<file path="src/hdl/gffd_pkg.sv">
`timescale 1ns / 1ps
// ----------------------------------------------------------------------------
// gffd_pkg
// shared types and constants for the gliding fractional feedback delay
// ----------------------------------------------------------------------------
package gffd_pkg;

    localparam int SAMPLE_W  = 16;
    localparam int DELAY_W   = 17;
    localparam int FRAC_W    = 16;
    localparam int GAIN_W    = 16;
    localparam int GAIN_ONE  = 32768;
    localparam int S_TDATA_W = 40;
    localparam int M_TDATA_W = 24;
    localparam int CFG_AW    = 3;

    // register index taken from the word address
    localparam logic REG_FEEDBACK_GAIN = 1'b0;

    typedef enum logic {
        OP_SAMPLE    = 1'b0,
        OP_SET_DELAY = 1'b1
    } op_t;

    // datapath commands, one step each
    typedef struct packed {
        logic load_in;
        logic glide_add;
        logic glide_fix;
        logic addr_offs;
        logic addr_wrap;
        logic rd_a;
        logic rd_b;
        logic mul_b;
        logic sum;
        logic fb;
        logic wr;
        logic sd_check;
        logic sd_decide;
        logic sd_clamp;
        logic div_step;
        logic div_end;
        logic out_load;
    } cmd_t;

    typedef struct packed {
        logic sd_finish;
        logic sd_clamp;
        logic out_free;
    } stat_t;

endpackage

</file>
<file path="src/hdl/gffd_ctrl.sv">
`timescale 1ns / 1ps
// ----------------------------------------------------------------------------
// gffd_ctrl
// sequencer that steps the datapath through one item at a time
// ----------------------------------------------------------------------------
module gffd_ctrl
(
    input  logic            clk,
    input  logic            rst_n,
    input  logic            s_tvalid,
    input  logic            op_sel,
    input  gffd_pkg::stat_t st,
    output logic            s_tready,
    output gffd_pkg::cmd_t  cmd
);
    import gffd_pkg::*;

    typedef enum logic [15:0] {
        ST_IDLE      = 16'b0000_0000_0000_0001,
        ST_GL_ADD    = 16'b0000_0000_0000_0010,
        ST_GL_FIX    = 16'b0000_0000_0000_0100,
        ST_OFFS      = 16'b0000_0000_0000_1000,
        ST_ADDR      = 16'b0000_0000_0001_0000,
        ST_RD_A      = 16'b0000_0000_0010_0000,
        ST_RD_B      = 16'b0000_0000_0100_0000,
        ST_MUL_B     = 16'b0000_0000_1000_0000,
        ST_SUM       = 16'b0000_0001_0000_0000,
        ST_FB        = 16'b0000_0010_0000_0000,
        ST_WRITE     = 16'b0000_0100_0000_0000,
        ST_SD_CHECK  = 16'b0000_1000_0000_0000,
        ST_SD_DECIDE = 16'b0001_0000_0000_0000,
        ST_SD_CLAMP  = 16'b0010_0000_0000_0000,
        ST_DIV       = 16'b0100_0000_0000_0000,
        ST_DONE      = 16'b1000_0000_0000_0000
    } state_t;

    state_t state_reg;
    state_t state_next;
    logic   div_end_reg;
    logic   div_end_next;

    assign s_tready = (state_reg == ST_IDLE);

    always_comb
    begin
        state_next   = state_reg;
        div_end_next = 1'b0;
        cmd          = '0;
        unique case (state_reg)
            ST_IDLE:
            begin
                if (s_tvalid)
                begin
                    cmd.load_in = 1'b1;
                    state_next  = (op_t'(op_sel) == OP_SAMPLE) ? ST_GL_ADD : ST_SD_CHECK;
                end
            end
            ST_GL_ADD:
            begin
                cmd.glide_add = 1'b1;
                state_next    = ST_GL_FIX;
            end
            ST_GL_FIX:
            begin
                cmd.glide_fix = 1'b1;
                state_next    = ST_OFFS;
            end
            ST_OFFS:
            begin
                cmd.addr_offs = 1'b1;
                state_next    = ST_ADDR;
            end
            ST_ADDR:
            begin
                cmd.addr_wrap = 1'b1;
                state_next    = ST_RD_A;
            end
            ST_RD_A:
            begin
                cmd.rd_a   = 1'b1;
                state_next = ST_RD_B;
            end
            ST_RD_B:
            begin
                cmd.rd_b   = 1'b1;
                state_next = ST_MUL_B;
            end
            ST_MUL_B:
            begin
                cmd.mul_b  = 1'b1;
                state_next = ST_SUM;
            end
            ST_SUM:
            begin
                cmd.sum    = 1'b1;
                state_next = ST_FB;
            end
            ST_FB:
            begin
                cmd.fb     = 1'b1;
                state_next = ST_WRITE;
            end
            ST_WRITE:
            begin
                cmd.wr     = 1'b1;
                state_next = ST_DONE;
            end
            ST_SD_CHECK:
            begin
                cmd.sd_check = 1'b1;
                state_next   = ST_SD_DECIDE;
            end
            ST_SD_DECIDE:
            begin
                cmd.sd_decide = 1'b1;
                state_next    = st.sd_finish ? ST_DONE : ST_SD_CLAMP;
            end
            ST_SD_CLAMP:
            begin
                cmd.sd_clamp = 1'b1;
                state_next   = st.sd_clamp ? ST_DONE : ST_DIV;
            end
            ST_DIV:
            begin
                // multiply first, then the step is taken from the product
                if (div_end_reg)
                begin
                    cmd.div_end = 1'b1;
                    state_next  = ST_DONE;
                end
                else
                begin
                    cmd.div_step = 1'b1;
                    div_end_next = 1'b1;
                end
            end
            ST_DONE:
            begin
                if (st.out_free)
                begin
                    cmd.out_load = 1'b1;
                    state_next   = ST_IDLE;
                end
            end
            default:
            begin
                state_next = ST_IDLE;
            end
        endcase
    end

    always_ff @(posedge clk or negedge rst_n)
    begin
        if (!rst_n)
        begin
            state_reg   <= ST_IDLE;
            div_end_reg <= 1'b0;
        end
        else
        begin
            state_reg   <= state_next;
            div_end_reg <= div_end_next;
        end
    end

endmodule

</file>
<file path="config.mk">
export PLATFORM = sky130hd
export DESIGN_NAME = gffd_ctrl
export DESIGN_NICKNAME = d
export VERILOG_FILES = /design/src/hdl/gffd_pkg.sv /design/src/hdl/gffd_ctrl.sv
export SDC_FILE = /design/constraint.sdc
export NUM_CORES = 1
export LEC_CHECK = 0
export ABC_AREA = 1
export BUFFER_PORTS_ARGS = -buffer_cell sky130_fd_sc_hd__buf_2
export CELL_PAD_IN_SITES_DETAIL_PLACEMENT = 1
export CELL_PAD_IN_SITES_GLOBAL_PLACEMENT = 1
export CORE_MARGIN = 3
export CORE_UTILIZATION = 42
export CTS_BUF_LIST = sky130_fd_sc_hd__clkbuf_8
export CTS_CLUSTER_SIZE = 14
export DETAILED_ROUTE_END_ITERATION = 7
export PLACE_DENSITY_LB_ADDON = 0.3
export RECOVER_POWER = 25
export SYNTH_ARGS = -nofsm -noshare
export SYNTH_HDL_FRONTEND = slang
export SYNTH_SLANG_ARGS = --single-unit
</file>
<file path="constraint.sdc">
create_clock -name clk -period 3.1 [get_ports clk]
set_input_delay 0.155 -clock clk [delete_from_list [all_inputs] [get_ports clk]]
set_output_delay 0.155 -clock clk [all_outputs]
set_load 0.01 [all_outputs]
</file>
Word level (Yosys, flattened, before mapping) --
Cells that the tools add are included.
Word-level totals: flip-flop bits (word level) 17, memories kept 0, bits in writable memories 0, input port bits 7, latch bits 0, output and inout bits 18, memory bits (read-only) 0
Operators by class: bitwise operators 0, multiplexer cells 28, shift-type cells 0, add/sub/neg operators 0, div/mod/pow operators 0, reductions and logical operators 1, magnitude comparators 0, multiply operators 0, eq/ne operators 19
Operators with widths (number):
- $pmux W16 S16 | 1
- $mux W16 | 5
- $mux W1 | 20
- $eq A16 B1 Y1 const B | 1
- $eq A16 B10 Y1 const B | 1
- $eq A16 B11 Y1 const B | 1
- $eq A16 B12 Y1 const B | 1
- $eq A16 B13 Y1 const B | 1
- $eq A16 B14 Y1 const B | 1
- $eq A16 B15 Y1 const B | 1
- $eq A16 B16 Y1 const B | 1
- $eq A16 B2 Y1 const B | 1
- $eq A16 B3 Y1 const B | 1
- $eq A16 B4 Y1 const B | 1
- $eq A16 B5 Y1 const B | 1
- $eq A16 B6 Y1 const B | 1
- $eq A16 B7 Y1 const B | 1
- $eq A16 B8 Y1 const B | 1
- $eq A16 B9 Y1 const B | 1
- $mux W12 | 1
- $ne A2 B2 Y1 const B | 3
- $reduce_and A3 Y1 | 1
- $mux W2 | 1

Longest topological paths before layout --
depth after elaboration 3, gate-level depth with buffers 10, gate-level depth less buffers 10

Worst setup path after synthesis --
OpenSTA, ideal clock, no wires.
kind reg-to-output, start point register state_reg[5], end point output port cmd[0] in the netlist's numbering, setup slack 1.686 ns, cell stages (with the launch flop) 6, arrival time 1.259 ns, path through dfrtp_1 -> nor2_2 -> nand2_4 -> nor2_8 -> inv_2 -> nor4_1
RTL lines:
- from (decl) | line gffd_ctrl.sv:37 | state_t state_reg;
- from (signal assigned) | line gffd_ctrl.sv:161 | state_reg <= state_next;
- to (decl) | line gffd_ctrl.sv:14 | output gffd_pkg::cmd_t cmd

==> impl_metrics.py <==
metrics = {
    "floorplan": {
        "rows": 18,
        "die_area_sq_um": 3320,
        "die_w_um": 57.6,
        "coreArea_sq_um": 2500,
        "initial_core_util_pct": 44.7,
        "ios": 25,
        "die_h_um": 57.6,
    },
    "setup_path": {
        "path_delay_family": "simple AND/OR/NAND/NOR gates",
        "path_class": "reg2out",
        "start_kind": "register",
        "worstPathRequired_ns": 2.94,
        "arrival_ns": 1.81,
        "critPathCaptureType": "primary output",
        "crit_fanout": 12,
        "slowest_stage": "dfrtp_1",
        "rrSetupSlack_ns": 1.60,
        "max_stage_delay_ns": 0.39,
        "crit_chain": "nor2_2 > nand2_4 > nor2_8 > inv_1 > nor3_1 > buf_2",
        "path_buf_inv": 2,
    },
    "placement": {
        "dpl.hpwl_um": 2160,
        "gp_congestion": 0.823,
        "numPortBuffers": 24,
    },
    "global_route": {
        "grt_pass1_wl_um": 4710,
        "grt_pass1_vias": 1070,
        "grt.total_usage_pct": 18.3,
        "globalRoute.totalOverflow": 0,
        "antenna_found_initial": 0,
        "grt_max_degree": 18,
    },
    "timing": {
        "rsz0062_at_grt": "false",
        "report.final.slew_viol_count": 0,
        "timing.slew.headroom_pct": 38.8,
        "post-route-period-util_pct": 63.3,
        "period_needed_ns": 1.96,
        "tightest_slew_ns": 0.919,
        "tns_ns": 0,
        "whs_ns": 0.0522,
        "timing.fmax_mhz": 510,
        "setup_violations": 0,
        "hold_viol_final": 0,
        "fin_skew_ns": 0.00206,
    },
    "clock_tree": {
        "root_buffer": "clkbuf_8",
        "cts_setup_buffers": 0,
        "htree_levels": 1,
        "tritoncts": "built",
        "ctsHoldBuffers": 1,
        "cts_inserted_buffers": 3,
        "clk_pin_slew_ns": 0.07,
        "post_cts_resized": 0,
        "clk-insertion-delay-late_ns": 0.26,
        "cts_buffer_depth": 2,
        "cts.sinks": 17,
    },
    "synthesis": {
        "avgSynthCellArea_sq_um": 7.31,
        "synth_edf_count": 0,
        "yosys_most_used_dff": "dfrtp_1",
        "synth.area.top_cells": "dfrtp_1, nor2_1, inv_1",
        "ys.warnings.count": 0,
        "yosysSeqAreaShare_pct": 38.1,
        "synth_commonest_cells": "nor2_1, inv_1, nand2_1",
        "synthCells": 153,
        "muxShareOfSynthArea_pct": 0,
        "synth_largest_area_cell": "dfrtp_1",
        "synth_top_area_share_pct": 35.8,
        "async_flop_share_pct": 100,
        "synth_top_family_by_area": "simple AND/OR/NAND/NOR gates",
        "ys_seq_elements": 17,
        "synth_cell_type_count": 20,
        "synth-xor-area-share_pct": 0,
        "synthAdderAreaFrac_pct": 0,
        "yosysMostFrequentCell": "nor2_1",
        "yosys.area_share.simple_pct": 47.1,
        "synth_compound_gate_area_share_pct": 2.68,
        "syn-num-nets": 160,
        "syn-cell-area_sq_um": 1120,
    },
    "power": {
        "p_per_area_nw_per_um2": 758,
        "irDropWorstVdd_uv": 428,
        "power.leakage_nw": 0.754,
        "pwr-share-seq_pct": 29.0,
        "intPower_uw": 502,
        "netSwitchingPower_uw": 484,
        "p_sw_share_pct": 49.1,
        "pwr-share-comb_pct": 54.1,
        "pwr-share-clk_pct": 16.9,
    },
    "cells_and_area": {
        "fin_nets": 187,
        "antennaDiodeCount": 0,
        "fillCellCount": 335,
        "areaGrowthSynthToFinish_pct": 16.2,
        "multi_input_area_sq_um": 557,
        "layout-drive-gt1-share_pct": 27.4,
        "largest_reg_flops": 16,
        "register_area_sq_um": 427,
    },
    "drt": {
        "firstDrtPassIters": 4,
        "drcViolationCount": 0,
        "vias": 1048,
        "via_per_inst": 5.01,
        "first_iter_violations": 28,
        "totalWireLength_um": 2700,
        "wl_per_cell_um": 12.9,
        "antenna_left": 0,
    },
    "run": {
        "maxCapViolCount": 0,
    },
    "status": {
        "outcome": "completed",
    },
    "worst_hold_path": {
        "hold_class": "in2reg",
    },
}
## worst paths after layout
kind	end	cells after the start	from
setup reg to reg	state_reg[11]$_DFFE_PN0P_	8	state_reg[12]$_DFFE_PN0P_
setup / recovery	cmd[12]	6	state_reg[12]$_DFFE_PN0P_
hold / removal	state_reg[13]$_DFFE_PN0P_	2	st[2]
max in group asynchronous	state_reg[5]$_DFFE_PN0P_	2	rst_n
min in group asynchronous	state_reg[13]$_DFFE_PN0P_	2	rst_n
hold reg to reg	div_end_reg$_DFF_PN0_	3	div_end_reg$_DFF_PN0_
## placed cells by master, fill, tap and decap left out, drive strengths merged
cell,count
buf,23
clkbuf,4
clkinv,2
dfrtp,16
dfstp,1
dlygate4sd3,1
inv,27
nand2,27
nand3,15
nor2,38
nor3,17
nor4,2
o21ai,6
## power by group through the flow
stage               Combinational (mW)  Sequential (mW)  Clock [mW]
floorplan                        0.442            0.282           0
CTS                              0.539            0.285       0.172
detailed placement               0.534            0.290           0
finish                           0.533            0.286       0.167
global route                     0.606            0.290       0.182
global placement                 0.507            0.286           0
## layout make-up
type	count	share of cell area, %
clock buffers	3	3.18
clock inverters	1	0.289
inverters	28	8.08
multi-input cells	105	42.8
flip-flops and latches	17	32.8
well taps	30	2.89
repair buffers	25	9.91
## metal layers
layer	up-vias	part of all wire [%]	track usage, %
met5	-	0	0
met4	0	2.1	8.94
met3	5	3.2	2.26
met2	16	49	30.5
met1	502	45	23.4
li1	525	-	-
## worst reg2reg max path, stage by stage (launching register included)
cell and delay [ns]:
dfrtp_1 0.39, nor2_2 0.23, nand2_4 0.16, nor2_8 0.20
nand2_4 0.09, nor2_2 0.11, nor2_1 0.08, inv_1 0.09
nor2_1 0.05
## through the flow
step | util, % | std cells | power, mW | area [sq um] | setup slack [ns]
2_1_floorplan | - | 153 | 0.724 | 1120 | 1.69
3_3_place_gp | 49.8 | 204 | 0.793 | 1250 | 1.59
3_5_place_dp | 49.8 | 204 | 0.824 | 1250 | 1.46
4_1_cts | 52.1 | 209 | 0.997 | 1300 | 1.17
5_1_grt | 52.0 | 209 | 1.08 | 1300 | 1.00
6_report | 52.0 | 209 | 0.985 | 1300 | 1.14
## cell families (layout without fill, tap and decap cells)
logic type      after synthesis  after routing
flops                        17             17
buf+inv                      31             57
simple gates                 99             99
compound gates                6              6
Note: power is estimated with default switching activity, not from simulation.
